`config.mk`:
```
export PLATFORM = sky130hd
export DESIGN_NAME = source_line_classifier_unit
export DESIGN_NICKNAME = d
export VERILOG_FILES = /design/src/rtl/core/sclu_pkg.sv /design/src/rtl/core/sclu_judge.sv /design/src/rtl/core/sclu_out_buf.sv /design/src/rtl/core/source_line_classifier_unit.sv
export SDC_FILE = /design/constraint.sdc
export NUM_CORES = 1
export LEC_CHECK = 0
export BUFFER_PORTS_ARGS = -buffer_cell sky130_fd_sc_hd__buf_2
export CORE_MARGIN = 2
export CORE_UTILIZATION = 35
export CTS_CLUSTER_SIZE = 24
export DETAILED_ROUTE_END_ITERATION = 16
export PLACE_DENSITY_LB_ADDON = 0.05
export REMOVE_ABC_BUFFERS = 1
export SETUP_SLACK_MARGIN = 0.1
export SYNTH_ARGS = -nofsm -noshare
export SYNTH_HDL_FRONTEND = slang
export SYNTH_SLANG_ARGS = --single-unit
```
`constraint.sdc`:
```
create_clock -name clk -period 10.9 [get_ports clk]
set_clock_uncertainty 0.1 [all_clocks]
set_input_delay 0.545 -clock clk [delete_from_list [all_inputs] [get_ports clk]]
set_output_delay 0.545 -clock clk [all_outputs]
set_load 0.01 [all_outputs]
```
`src/rtl/core/sclu_pkg.sv`:
```
// Shared types, codes and helpers for the source line classifier.
`timescale 1ns / 1ps
package sclu_pkg;

	localparam int COUNT_WIDTH = 32;
	localparam int SHOW_WIDTH  = 32;
	localparam int CFG_INDEX_W = 3;
	localparam int CFG_DATA_W  = 16;

	typedef logic [COUNT_WIDTH-1:0] count_t;
	typedef logic [SHOW_WIDTH-1:0]  show_t;

	typedef enum logic [1:0] {
		OP_START = 2'd0,
		OP_DATA  = 2'd1,
		OP_END   = 2'd2,
		OP_SPARE = 2'd3
	} op_t;

	typedef enum logic [1:0] {
		CLS_BLANK   = 2'd0,
		CLS_COMMENT = 2'd1,
		CLS_CODE    = 2'd2,
		CLS_NONE    = 2'd3
	} line_class_t;

	typedef enum logic [CFG_INDEX_W-1:0] {
		REG_LINE_MARKER     = 3'd0,
		REG_LINE_MARKER_LEN = 3'd1,
		REG_BLOCK_ENABLE    = 3'd2,
		REG_BLOCK_OPEN      = 3'd3,
		REG_BLOCK_CLOSE     = 3'd4
	} reg_index_t;

	localparam logic [7:0] CH_NL    = 8'h0A;
	localparam logic [7:0] CH_TAB   = 8'h09;
	localparam logic [7:0] CH_CR    = 8'h0D;
	localparam logic [7:0] CH_SPACE = 8'h20;

	localparam logic [15:0] RST_LINE_MARKER = 16'd12079;
	localparam logic [1:0]  RST_MARKER_LEN  = 2'd2;
	localparam logic [15:0] RST_BLOCK_OPEN  = 16'd12074;
	localparam logic [15:0] RST_BLOCK_CLOSE = 16'd10799;

	typedef struct packed {
		logic [15:0] line_marker;
		logic [1:0]  line_marker_len;
		logic        block_enable;
		logic [15:0] block_open;
		logic [15:0] block_close;
	} cfg_t;

	typedef struct packed {
		logic inside_block;
		logic in_leading_space;
		logic first_token_seen;
		logic line_has_text;
		logic line_is_remark;
	} line_state_t;

	// line and block state at the start of a file
	localparam line_state_t LINE_CLEAR = '{inside_block: 1'b0, in_leading_space: 1'b1,
		first_token_seen: 1'b0, line_has_text: 1'b0, line_is_remark: 1'b0};

	typedef struct packed {
		line_class_t line_class;
		logic        file_done;
		show_t       blank_count;
		show_t       comment_count;
		show_t       code_count;
		show_t       file_count;
	} result_t;

	function automatic count_t bump(input count_t v);
		return (v == {COUNT_WIDTH{1'b1}}) ? v : v + count_t'(1);
	endfunction

	function automatic show_t show_count(input count_t v);
		logic [63:0] w;
		w = 64'(v);
		return (w > 64'h0000_0000_FFFF_FFFF) ? {SHOW_WIDTH{1'b1}} : w[SHOW_WIDTH-1:0];
	endfunction

endpackage

```
`src/rtl/core/sclu_judge.sv`:
```
// Judges one held byte against its lookahead and updates the line state.
`timescale 1ns / 1ps
module sclu_judge (
	input  sclu_pkg::cfg_t        cfg,
	input  sclu_pkg::line_state_t st,
	input  logic [7:0]            c,
	input  logic [7:0]            nx,
	input  logic                  nx_ok,
	output sclu_pkg::line_state_t st_next
);

	logic close_hit, open_hit, line_hit, is_space;

	always_comb begin
		close_hit = cfg.block_enable && nx_ok && c == cfg.block_close[15:8]
			&& nx == cfg.block_close[7:0];
		open_hit  = cfg.block_enable && nx_ok && c == cfg.block_open[15:8]
			&& nx == cfg.block_open[7:0];
		case (cfg.line_marker_len)
			2'd0:    line_hit = 1'b0;
			2'd1:    line_hit = (c == cfg.line_marker[15:8]);
			default: line_hit = nx_ok && c == cfg.line_marker[15:8]
				&& nx == cfg.line_marker[7:0];
		endcase
		is_space = (c == sclu_pkg::CH_SPACE) || (c == sclu_pkg::CH_TAB)
			|| (c == sclu_pkg::CH_CR);
	end

	always_comb begin
		st_next = st;
		if (!(st.in_leading_space && is_space)) begin
			if (st.in_leading_space) begin
				st_next.in_leading_space = 1'b0;
				st_next.line_has_text    = 1'b1;
			end
			if (!st.first_token_seen) begin
				st_next.first_token_seen = 1'b1;
				if (st.inside_block) begin
					st_next.line_is_remark = 1'b1;
					if (close_hit)
						st_next.inside_block = 1'b0;
				end else if (line_hit) begin
					st_next.line_is_remark = 1'b1;
				end else if (open_hit) begin
					st_next.line_is_remark = 1'b1;
					st_next.inside_block   = 1'b1;
				end
			end else if (st.inside_block && close_hit) begin
				st_next.inside_block = 1'b0;
			end
		end
	end

endmodule

```
`src/rtl/core/sclu_out_buf.sv`:
```
// Two-entry result buffer: output register with a skid stage behind it.
`timescale 1ns / 1ps
module sclu_out_buf (
	input  logic              clk,
	input  logic              arst_n,
	input  logic              push,
	input  sclu_pkg::result_t push_data,
	output logic              space,
	output logic              out_valid,
	input  logic              out_ready,
	output sclu_pkg::result_t out_data
);

	sclu_pkg::result_t skid_q;
	logic              skid_valid_q;
	logic              pop;

	assign pop   = out_valid && out_ready;
	assign space = !skid_valid_q || pop;

	always_ff @(posedge clk or negedge arst_n) begin
		if (!arst_n) begin
			out_valid    <= 1'b0;
			skid_valid_q <= 1'b0;
		end else if (skid_valid_q) begin
			if (pop) begin
				out_data <= skid_q;
				if (push)
					skid_q <= push_data;
				else
					skid_valid_q <= 1'b0;
			end
		end else if (push) begin
			if (!out_valid || pop) begin
				out_data  <= push_data;
				out_valid <= 1'b1;
			end else begin
				skid_q       <= push_data;
				skid_valid_q <= 1'b1;
			end
		end else if (pop) begin
			out_valid <= 1'b0;
		end
	end

endmodule

```
`src/rtl/core/source_line_classifier_unit.sv`:
```
// Top level of the source line classifier.
`timescale 1ns / 1ps
// Takes a file as a stream of requests (start, one byte each, end) and sorts
// every line into blank, comment or code, with saturating running totals.
// One request is taken per cycle: a request is registered, judged in the
// following cycle against the byte held back from the one before, and its
// result (on a newline or end of file) lands in a two-entry output buffer.
// A request passes the input register and then the output register; input
// stalls only when both entries are full and unpopped and the request has a result.
// Configuration is written through cfg_we/cfg_index/cfg_data while idle.
module source_line_classifier_unit (
	input  logic                            clk,
	input  logic                            arst_n,
	input  logic                            cfg_we,
	input  logic [sclu_pkg::CFG_INDEX_W-1:0] cfg_index,
	input  logic [sclu_pkg::CFG_DATA_W-1:0]  cfg_data,
	input  logic                            in_valid,
	output logic                            in_ready,
	input  logic [1:0]                      op,
	input  logic [7:0]                      data_byte,
	output logic                            out_valid,
	input  logic                            out_ready,
	output logic [1:0]                      line_class,
	output logic                            file_done,
	output logic [31:0]                     blank_count,
	output logic [31:0]                     comment_count,
	output logic [31:0]                     code_count,
	output logic [31:0]                     file_count
);

	sclu_pkg::cfg_t        cfg_q;
	sclu_pkg::line_state_t st_q, st_judged, st_j, st_new;
	sclu_pkg::op_t         op_s1;
	logic [7:0]            byte_s1;
	logic                  valid_s1;
	logic [7:0]            pending_byte_q;
	logic                  pending_valid_q;
	sclu_pkg::count_t      blank_q, remark_q, code_q, file_q;
	sclu_pkg::count_t      blank_n, remark_n, code_n;
	sclu_pkg::line_class_t cls;
	sclu_pkg::result_t     res, out_data;
	logic                  is_nl, has_res, space, s1_adv;
	logic [7:0]            nx;
	logic                  nx_ok;

	always_ff @(posedge clk or negedge arst_n) begin
		if (!arst_n) begin
			cfg_q.line_marker     <= sclu_pkg::RST_LINE_MARKER;
			cfg_q.line_marker_len <= sclu_pkg::RST_MARKER_LEN;
			cfg_q.block_enable    <= 1'b1;
			cfg_q.block_open      <= sclu_pkg::RST_BLOCK_OPEN;
			cfg_q.block_close     <= sclu_pkg::RST_BLOCK_CLOSE;
		end else if (cfg_we) begin
			case (sclu_pkg::reg_index_t'(cfg_index))
				sclu_pkg::REG_LINE_MARKER:     cfg_q.line_marker     <= cfg_data;
				sclu_pkg::REG_LINE_MARKER_LEN: cfg_q.line_marker_len <= cfg_data[1:0];
				sclu_pkg::REG_BLOCK_ENABLE:    cfg_q.block_enable    <= cfg_data[0];
				sclu_pkg::REG_BLOCK_OPEN:      cfg_q.block_open      <= cfg_data;
				sclu_pkg::REG_BLOCK_CLOSE:     cfg_q.block_close     <= cfg_data;
				default: ;
			endcase
		end
	end

	assign is_nl   = (byte_s1 == sclu_pkg::CH_NL);
	assign has_res = (op_s1 == sclu_pkg::OP_END) || (op_s1 == sclu_pkg::OP_DATA && is_nl);
	assign s1_adv  = valid_s1 && (!has_res || space);
	assign in_ready = !valid_s1 || s1_adv;

	always_ff @(posedge clk or negedge arst_n) begin
		if (!arst_n) begin
			valid_s1 <= 1'b0;
		end else if (in_ready) begin
			valid_s1 <= in_valid;
			op_s1    <= sclu_pkg::op_t'(op);
			byte_s1  <= data_byte;
		end
	end

	assign nx    = (op_s1 == sclu_pkg::OP_DATA) ? byte_s1 : 8'h00;
	assign nx_ok = (op_s1 == sclu_pkg::OP_DATA);

	sclu_judge u_judge (
		.cfg     (cfg_q),
		.st      (st_q),
		.c       (pending_byte_q),
		.nx      (nx),
		.nx_ok   (nx_ok),
		.st_next (st_judged)
	);

	assign st_j = pending_valid_q ? st_judged : st_q;

	always_comb begin
		cls      = sclu_pkg::CLS_NONE;
		blank_n  = blank_q;
		remark_n = remark_q;
		code_n   = code_q;
		if (!st_j.line_has_text) begin
			if (op_s1 == sclu_pkg::OP_DATA) begin
				cls     = sclu_pkg::CLS_BLANK;
				blank_n = sclu_pkg::bump(blank_q);
			end
		end else if (st_j.line_is_remark) begin
			cls      = sclu_pkg::CLS_COMMENT;
			remark_n = sclu_pkg::bump(remark_q);
		end else begin
			cls    = sclu_pkg::CLS_CODE;
			code_n = sclu_pkg::bump(code_q);
		end
		res.line_class    = cls;
		res.file_done     = (op_s1 == sclu_pkg::OP_END);
		res.blank_count   = sclu_pkg::show_count(blank_n);
		res.comment_count = sclu_pkg::show_count(remark_n);
		res.code_count    = sclu_pkg::show_count(code_n);
		res.file_count    = sclu_pkg::show_count(file_q);
	end

	// fresh line; block state kept unless the file closes
	always_comb begin
		st_new                  = st_j;
		st_new.in_leading_space = 1'b1;
		st_new.first_token_seen = 1'b0;
		st_new.line_has_text    = 1'b0;
		st_new.line_is_remark   = 1'b0;
	end

	always_ff @(posedge clk or negedge arst_n) begin
		if (!arst_n) begin
			st_q            <= '{inside_block: 1'b0, in_leading_space: 1'b1,
				first_token_seen: 1'b0, line_has_text: 1'b0, line_is_remark: 1'b0};
			pending_byte_q  <= 8'h00;
			pending_valid_q <= 1'b0;
			blank_q         <= '0;
			remark_q        <= '0;
			code_q          <= '0;
			file_q          <= '0;
		end else if (s1_adv) begin
			case (op_s1)
				sclu_pkg::OP_START: begin
					file_q          <= sclu_pkg::bump(file_q);
					st_q            <= sclu_pkg::LINE_CLEAR;
					pending_byte_q  <= 8'h00;
					pending_valid_q <= 1'b0;
				end
				sclu_pkg::OP_DATA: begin
					if (is_nl) begin
						st_q            <= st_new;
						pending_valid_q <= 1'b0;
						blank_q         <= blank_n;
						remark_q        <= remark_n;
						code_q          <= code_n;
					end else begin
						st_q            <= st_j;
						pending_byte_q  <= byte_s1;
						pending_valid_q <= 1'b1;
					end
				end
				sclu_pkg::OP_END: begin
					st_q            <= sclu_pkg::LINE_CLEAR;
					pending_byte_q  <= 8'h00;
					pending_valid_q <= 1'b0;
					remark_q        <= remark_n;
					code_q          <= code_n;
				end
				default: ;
			endcase
		end
	end

	sclu_out_buf u_out_buf (
		.clk       (clk),
		.arst_n    (arst_n),
		.push      (s1_adv && has_res),
		.push_data (res),
		.space     (space),
		.out_valid (out_valid),
		.out_ready (out_ready),
		.out_data  (out_data)
	);

	assign line_class    = out_data.line_class;
	assign file_done     = out_data.file_done;
	assign blank_count   = out_data.blank_count;
	assign comment_count = out_data.comment_count;
	assign code_count    = out_data.code_count;
	assign file_count    = out_data.file_count;

endmodule

```
==> results of run 1 <==
[worst max-delay path by stage]
| stage | endpoint | slack, ns |
|---|---|---|
| after detailed placement | u_out_buf.skid_q[41] | 6.08 |
| final | u_out_buf.skid_q[41] | 6.15 |
| after floorplan | u_out_buf.out_data[0] | -1.34 |
| after CTS | u_out_buf.skid_q[76] | 6.06 |
| after global routing | u_out_buf.skid_q[74] | 5.80 |
| after global placement | u_out_buf.skid_q[39] | 6.22 |
[worst max-delay path, delay by kind of cell, from the launching register on]
family          cells  cell delay, ns
simple gates        3            1.88
flops               1            0.77
buf+inv             2            1.19
compound gates      1            0.38
[flip-flops by register name, indices dropped and copies added, names as in the netlist, 8 cells and up]
| name | count |
|---|---|
| blank_q | 32 |
| byte_s1 | 8 |
| cfg_q | 51 |
| code_q | 32 |
| file_q | 32 |
| pending_byte_q | 8 |
| remark_q | 32 |
| u_out_buf.out_data | 131 |
| u_out_buf.skid_q | 131 |
[power by group]
group	internal (µW)	total, µW	switching, µW
clock	1090	1820	727
sequential	2140	2270	133
combinational	341	898	557
total	3570	4990	1420
[cell families after synthesis]
logic type               after synthesis  synth area share
multiplexers                         122            0.0623
buffers and inverters                125            0.0253
AND/OR/NAND/NOR                      693             0.177
AO/OA/AOI/OAI                        200            0.0611
XOR/XNOR                             195            0.0775
adder cells (fa/ha/maj)                4           0.00227
flip-flops                           468             0.595
[cell usage after synthesis (5+ instances only)]
master	n	area [µm²]
buf_1	10	37.5
or3_1	8	50.1
edfxtp_1	272	8170
buf_4	6	45.0
buf_2	29	145
a22o_1	5	43.8
and4_1	15	131
nor2_1	134	503
or2_2	14	87.6
and3_1	25	156
nand4_1	44	275
or4_1	28	210
nand3_1	72	360
dfstp_2	29	762
and2_1	10	62.6
o31a_1	7	61.3
a31oi_1	63	394
xor2_1	111	972
o21ai_0	37	185
nand2b_1	22	138
clkbuf_1	56	210
o31ai_1	47	353
dfrtp_1	167	4180
inv_1	19	71.3
xnor2_1	84	736
mux2_2	121	1360
nor4_2	22	275
nor2b_1	5	31.3
nor4_1	35	219
nor3_1	30	150
nand2_1	177	664
nor4_4	5	106
nor4bb_1	6	60.1
a21oi_1	9	45.0
or4_4	16	180
[metal layers]
metal	up-vias	wire length (µm)	track usage
met4	2	1100	0.0480
met3	76	2230	0.0264
met5	-	13	0
li1	6970	-	-
met1	7180	25500	0.236
met2	237	24300	0.258
[final cells by class]
class / count / area [µm²]
clock inverters: 26 / 309
flip-flops and latches: 468 / 13100
clock buffers: 70 / 1440
repair buffers: 185 / 987
fillers: 6112 / 37200
well taps: 846 / 1060
inverters: 20 / 77.6
multi-input cells: 1214 / 8440
[stage by stage]
step                total power [µW]  cell area [µm²]  worst slack [ns]
global route                    5250            25400              5.80
global placement                3230            23700              6.22
floorplan                       2910            21600             -1.34
CTS                             5090            25400              6.06
finish                          4990            25400              6.15
detailed placement              3230            23700              6.08
[repair_timing]
action,4_1_cts,5_1_grt
endpoints found under the hold margin,24,0
hold buffers,2,0
gates resized for setup,0,0
==> flow_summary.ini, run 1 <==
[status]
status = completed

[yosys]
synth-seq-cells = 468
syn_area_um2 = 22000
synth_flop_cell = edfxtp_1
synth_warnings = 0
syn_area_per_cell_um2 = 12.2
ys_seq_area_frac = 0.595
synth_async_sr_flop_share = 0.419
synth_cell_types = 72
synth_cells = 1807
synth-edff-count = 272

[cts]
cts_root_buffer = clkbuf_16
cts_made_buffers = 53
htree_levels = 2
clk_path_buf_depth = 3
clock_sinks = 468
path_clk_slew_ns = 0.06
insertion_delay_ns = 0.59
cts_setup_buffers = 0
cts_tree = yes

[placed_design]
place.gp.congestion = 0.795
dp_hpwl_um = 34100
place_inst = 2731
portBuffers = 166

[setup_path]
reg2reg_depth = 6
cp_slowest_cell = and4_4
cp_common_cell = buf_4
startpoint = op_s1[0]
crit_path_max_fanout = 67
timing.rr.end = u_out_buf.skid_q[41]
critical_path.max_stage_delay_ns = 0.97
start_kind = flip-flop
r2r_start = op_s1[0]
endpoint_kind = flip-flop
crit_path_cell_trace = nor2b_1 -> a41oi_1 -> nor2_1 -> buf_4 -> and4_4 -> buf_4
required_ns = 11.00
reg2reg_setup_slack_ns = 6.15
worstSetupPathType = reg -> reg
crit_arrival_ns = 4.85

[die]
die_w_um = 255
start_util = 0.352
core-area_um2 = 62600
die_y_um = 255
rows = 92
io_pins = 167
die-area_um2 = 65000

[power_and_ir_drop]
power_density_nw_per_um2 = 196
leakagePower_uw = 0.00973
ir_worst_vdd_mv = 0.102

[final_layout]
n_antenna_cell = 0
drive_gt1_frac = 0.246
final_common_cell = edfxtp_1
final_cells = 2829
mostFrequentLayoutCells = edfxtp_1 (272), nand2_1 (176), dfrtp_1 (166)
fin_nets = 1980
syn_to_final_growth_pct = 15.3
post-route-util = 0.406

[timing]
min_period_over_period = 0.436
max_freq_mhz = 211
tns_ns = 0
period_needed_ns = 4.75
max_slew_margin = 0.308
hold_viol_final = 0
finalMaxSlewViolations = 0
tightest_slew_ns = 1.04
hold_slack_ns = 0.0454
rsz0062_at_grt = false
setup_viol = 0

[grt]
grt_use_total = 0.165
grt.overflow.total = 0
antenna_found_initial = 2
grt_max_degree = 96
grt_first_pass_wirelength_um = 83900
grt_pass1_vias = 14400

[drt]
drcViolationCount = 0
num_vias = 14500
postRouteAntennaNets = 0
drt_iter0_drc = 884
viasPerCell = 5.11
wirelength_um = 53100
drtPass1Iterations = 5
wl_per_cell_um = 18.8

[hold_path]
min_path_type = in -> reg
hold_path.startpoint = data_byte[0]
whs_endpoint = byte_s1[0]
hold_depth = 1

[run]
maxCapViolations = 0
Note: power is estimated with default switching activity, not from simulation.
==> inputs of run 2 (changes only) <==
Settings changed: ABC_AREA set to 1.
Clock period 10.9 ns to 4.6 ns, I/O delays scaled along.
==> flow_summary.ini, run 2 <==
[cts]
path_clk_slew_ns = 0.06
cts-resized-gates = 0
cts_made_buffers = 53
cts_setup_buffers = 0
htree_levels = 2
clock_sinks = 468
clk_path_buf_depth = 3
cts_root_buffer = clkbuf_16
insertion_delay_ns = 0.61
cts_tree = yes

[setup_path]
worstSetupPathType = reg -> reg
crit_path_max_fanout = 26
worst-path-stages = 14
required_ns = 4.85
cp_slowest_cell = edfxtp_1
cp_num_buf_inv = 1
critical_path.max_stage_delay_ns = 0.68
r2r_start = op_s1[0]
endpoint_kind = flip-flop
timing.rr.end = u_out_buf.skid_q[33]
cp_common_cell = nand2_1
reg2reg_depth = 14
critPathCapture = u_out_buf.skid_q[33]
crit_path_cell_trace = inv_2 -> nor2_4 -> nand2_1 -> nand2_1 -> nand2_1 -> nand2_1 -> nor2_1 -> nand3_1 -> nand2_1 -> nand2_1 -> nand2_2 -> nor2_4 -> nand3b_1 -> and2_1
reg2reg_setup_slack_ns = 0.89
startpoint = op_s1[0]
start_kind = flip-flop
crit_arrival_ns = 3.96
path_delay_family = simple AND/OR/NAND/NOR gates

[die]
die_w_um = 262
io_pins = 167
die_y_um = 262
start_util = 0.354
rows = 94
die-area_um2 = 68800
core-area_um2 = 65900

[final_layout]
syn_to_final_growth_pct = 16.0
final_cells = 3881
drive_gt1_frac = 0.114
fin_nets = 3010
largestRegisters = u_out_buf.out_data (131), u_out_buf.skid_q (131), cfg_q (51)
final_common_cell = nand2_1
mostFrequentLayoutCells = nand2_1 (1206), edfxtp_1 (272), inv_1 (236)
n_antenna_cell = 0

[run]
maxCapViolations = 0

[power_and_ir_drop]
p_sw_uw = 4510
switching_share = 0.345
internal-power_uw = 8550
pwr-share-comb = 0.241
clockPowerShare = 0.314
leakagePower_uw = 0.0120
power_density_nw_per_um2 = 483
seqPwrFrac = 0.445
ir_worst_vdd_mv = 0.279
power_uw = 13100

[yosys]
synth_async_sr_flop_share = 0.419
synth-edff-count = 272
yosys.area.top_type = edfxtp_1
syn_area_um2 = 23300
ys_seq_area_frac = 0.562
syn_area_per_cell_um2 = 8.32
synth_cells = 2806
synth_warnings = 0
synth_common_cells = nand2_1 (1207), edfxtp_1 (272), inv_1 (236)
synth_top_area_share = 0.350
yosysMostFrequentCell = nand2_1
synth_area_leaders = edfxtp_1 (35%), nand2_1 (19%), dfrtp_1 (18%)
synth_flop_cell = edfxtp_1
synth_cell_types = 43
synth-seq-cells = 468

[placed_design]
place_inst = 3748
place.gp.congestion = 0.871
dp_hpwl_um = 44400
portBuffers = 166

[drt]
drt_iter0_drc = 1188
viasPerCell = 4.84
wirelength_um = 66800
num_vias = 18800
postRouteAntennaNets = 0
drtPass1Iterations = 5
wl_per_cell_um = 17.2
drcViolationCount = 0

[timing]
hold_slack_ns = 0.0663
max_slew_margin = 0.270
finalMaxSlewViolations = 0
max_freq_mhz = 270
min_period_over_period = 0.806
rsz0062_at_grt = false
tightest_slew_ns = 1.10
hold_viol_final = 0
setup_viol = 0
period_needed_ns = 3.71

[grt]
grt_pass1_vias = 18700
grt_first_pass_wirelength_um = 107000
antenna_found_initial = 1
grt.overflow.total = 0
grt_max_degree = 128
grt_use_total = 0.193

[status]
status = completed

[hold_path]
min_path_type = in -> async
## run 2: changes by cell type after synthesis, sizes merged, moves of 45 or more
cell | previous run | this run
o21ai | 40 | 142
mux2 | 122 | 0
inv | 19 | 243
nand2 | 177 | 1218
o31ai | 47 | 2
nor4 | 62 | 10
a31oi | 63 | 4
xor2 | 111 | 61
nand3 | 72 | 188
xnor2 | 84 | 21
## run 2: cell families after synthesis
logic type / Yosys count / synth area share
AO/OA/AOI/OAI: 161 / 0.0366
XOR/XNOR: 82 / 0.0308
buffers and inverters: 357 / 0.0605
adder cells (fa/ha/maj): 4 / 0.00214
AND/OR/NAND/NOR: 1734 / 0.308
flip-flops: 468 / 0.562
## run 2: per-layer routing
metal  global-route usage  routed length (µm)
met1                0.269               31900
met2                0.316               30900
met3               0.0272                2440
met4               0.0490                1450
met5                    0                   0
## run 2: layout make-up
class	instances	area, µm²
inverter	245	922
tap	864	1080
multi-input combinational	1981	8840
timing repair buffer	223	1450
clock buffer	69	1440
clock inverter	31	215
sequential	468	13100
fill	6715	38800
## run 2: stage by stage
stage / cell area, µm² / worst slack, ns / TNS [ns] / util
2_1_floorplan: 22800 / -8.34 / -2224.00 / -
6_report: 27100 / 0.892 / 0 / 0.411
3_3_place_gp: 25100 / 1.02 / 0 / 0.381
3_5_place_dp: 25100 / 0.860 / 0 / 0.381
5_1_grt: 27100 / 0.469 / 0 / 0.411
4_1_cts: 27100 / 0.837 / 0 / 0.411
## run 2: power groups by stage
stage / clock (µW) / sequential [µW] / combinational (µW)
2_1_floorplan: 0 / 6070 / 1660
3_3_place_gp: 0 / 5890 / 3190
3_5_place_dp: 0 / 5900 / 3200
4_1_cts: 4250 / 5820 / 3230
5_1_grt: 4400 / 5890 / 3570
6_report: 4100 / 5810 / 3150
## run 2: worst reg2reg max path, delay by kind of cell (launching register included)
kind	cells	cell delay (ns)
flops	1	0.68
simple gates	13	2.48
buf+inv	1	0.17
## run 2: repair_timing
| item | in CTS | in global routing |
|---|---|---|
| hold buffers | 33 | 0 |
| hold endpoints to repair | 133 | 0 |
| endpoints found under the setup margin | 0 | 0 |
## run 2: how the worst min path moves through the flow
stage,startpoint,end,slack [ns],depth (start not counted)
finish,arst_n,code_q[24],0.07,2
global route,arst_n,code_q[14],0.16,2
CTS,arst_n,code_q[23],0.13,2
detailed placement,arst_n,code_q[21],0.23,1
global placement,arst_n,code_q[21],0.23,1
floorplan,arst_n,blank_q[0],-0.17,0
==> inputs of run 3 (changes only) <==
Clock period 4.6 ns to 3.2 ns, I/O delays scaled along.
==> flow_summary.ini, run 3 (synthesis results as in run 2) <==
[die]
die_w_um = 262
rows = 94
start_util = 0.354
die_y_um = 262
io_pins = 167
die-area_um2 = 68800
core-area_um2 = 65900

[setup_path]
required_ns = 3.54
cp_common_cell = nand2_1
reg2reg_setup_slack_ns = 0.34
startpoint = pending_byte_q[7]
path_delay_family = simple AND/OR/NAND/NOR gates
critPathCapture = u_out_buf.out_data[115]
crit_arrival_ns = 3.19
critical_path.max_stage_delay_ns = 0.47
worst-path-stages = 11
cp_slowest_cell = dfrtp_1
endpoint_kind = flip-flop
reg2reg_depth = 11
worstSetupPathType = reg -> reg
timing.rr.end = u_out_buf.out_data[115]
r2r_start = pending_byte_q[7]
crit_path_cell_trace = nor2_1 -> nand2_1 -> nor2_1 -> nand2_1 -> a31oi_4 -> buf_4 -> nand4_1 -> nor2_2 -> xor2_1 -> nand2_1 -> nand2_1
crit_path_max_fanout = 21
cp_num_buf_inv = 1
start_kind = flip-flop

[drt]
viasPerCell = 4.78
wirelength_um = 65600
top_layer = met4
met2_length_um = 30300
wl_met1_um = 31700
drcViolationCount = 0
drtPass1Iterations = 5
dr_wl_met3_um = 2280
drt_iter0_drc = 1214
postRouteAntennaNets = 0
wl_per_cell_um = 16.8
num_vias = 18700

[cts]
clk_path_buf_depth = 3
clock_sinks = 468
path_clk_slew_ns = 0.06
cts_root_buffer = clkbuf_16
htree_levels = 2
insertion_delay_ns = 0.61
cts_tree = yes
cts_made_buffers = 53

[timing]
finalMaxSlewViolations = 0
setup_viol = 0
tightest_slew_ns = 1.02
hold_viol_final = 0
max_slew_margin = 0.322
hold_slack_ns = 0.0747
rsz0062_at_grt = true
period_needed_ns = 2.86
max_freq_mhz = 350
min_period_over_period = 0.892

[final_layout]
largestRegisters = u_out_buf.out_data (131), u_out_buf.skid_q (131), cfg_q (51)
final_common_cell = nand2_1
finish.instance_area_um2 = 27400
drive_gt1_frac = 0.125
nFillCells = 6712
fin_nets = 3046
n_antenna_cell = 0
post-route-util = 0.417
syn_to_final_growth_pct = 17.6
mostFrequentLayoutCells = nand2_1 (1205), edfxtp_1 (272), inv_1 (236)

[grt]
grt_first_pass_wirelength_um = 106000
grt_use_total = 0.190
grt.overflow.total = 0
grt_max_degree = 141
grt_pass1_vias = 18600
antenna_found_initial = 2

[placed_design]
dpl_cell_area_um2 = 25300
place.gp.congestion = 0.900
portBuffers = 166
dp_hpwl_um = 43700

[power_and_ir_drop]
leakagePower_uw = 0.0122
power_density_nw_per_um2 = 692
ir_worst_vdd_mv = 0.635

[status]
status = completed

[run]
maxCapViolations = 0

[hold_path]
min_path_type = in -> async
run 3: changes by cell type in the layout (fill, tap and decap cells not counted), moves of 2 or more:
cell / delta
clkbuf_8: +5
clkinv_2: +2
clkinv_1: -6
clkbuf_1: +2
clkinv_4: -3
dlygate4sd3_1: +2
buf_4: +30
run 3: worst register-to-register path: stages, from the launching register on:
cell     delay [ns]
dfrtp_1        0.47
nor2_1         0.15
nand2_1        0.06
nor2_1         0.21
nand2_1        0.13
a31oi_4        0.21
buf_4          0.32
nand4_1        0.26
nor2_2         0.26
xor2_1         0.28
nand2_1        0.08
nand2_1        0.15
run 3: repair_timing:
item,in CTS,in global routing
setup endpoints to repair,0,37
hold buffers,36,0
buffers inserted,0,4
hold endpoints to repair,121,0
gates resized for setup,0,7
run 3: area by class of cell:
cell class	instances	area (µm²)	share of cell area
Clock inverter	24	173	0.00629
Inverter	245	926	0.0337
Clock buffer	76	1520	0.0552
Sequential cell	468	13100	0.478
Timing Repair Buffer	259	1780	0.0648
Tap cell	864	1080	0.0394
Multi-Input combinational cell	1981	8850	0.323
run 3: worst min-delay path by stage:
stage,start,endpoint,cells past startpoint
2_1_floorplan,arst_n,blank_q[0],0
3_3_place_gp,arst_n,code_q[24],1
3_5_place_dp,arst_n,code_q[24],1
4_1_cts,arst_n,code_q[24],3
5_1_grt,arst_n,code_q[24],3
6_report,arst_n,code_q[24],3
run 3: routing by layer:
metal | up-vias | global-route usage
met5 | - | 0
met4 | 0 | 0.0442
met3 | 80 | 0.0264
met2 | 322 | 0.309
met1 | 8827 | 0.268
li1 | 9475 | -
run 3: where the power goes:
part | leakage, µW | internal, µW | switching [µW] | total, µW
Clock | 0.000826 | 3440 | 2530 | 5970
Combinational | 0.00653 | 1450 | 3250 | 4700
Sequential | 0.00488 | 7690 | 645 | 8330
Total | 0.0122 | 12600 | 6420 | 19000
run 3: metrics by stage:
stage                     instances  power (µW)  setup TNS [ns]  worst slack (ns)
final                          3917       19000               0             0.345
after global routing           3917       20100               0            0.0697
after CTS                      3912       19200               0             0.286
after detailed placement       3776       13100               0             0.293
after global placement         3776       13000               0             0.276
after floorplan                2694       11100        -2931.46             -9.74
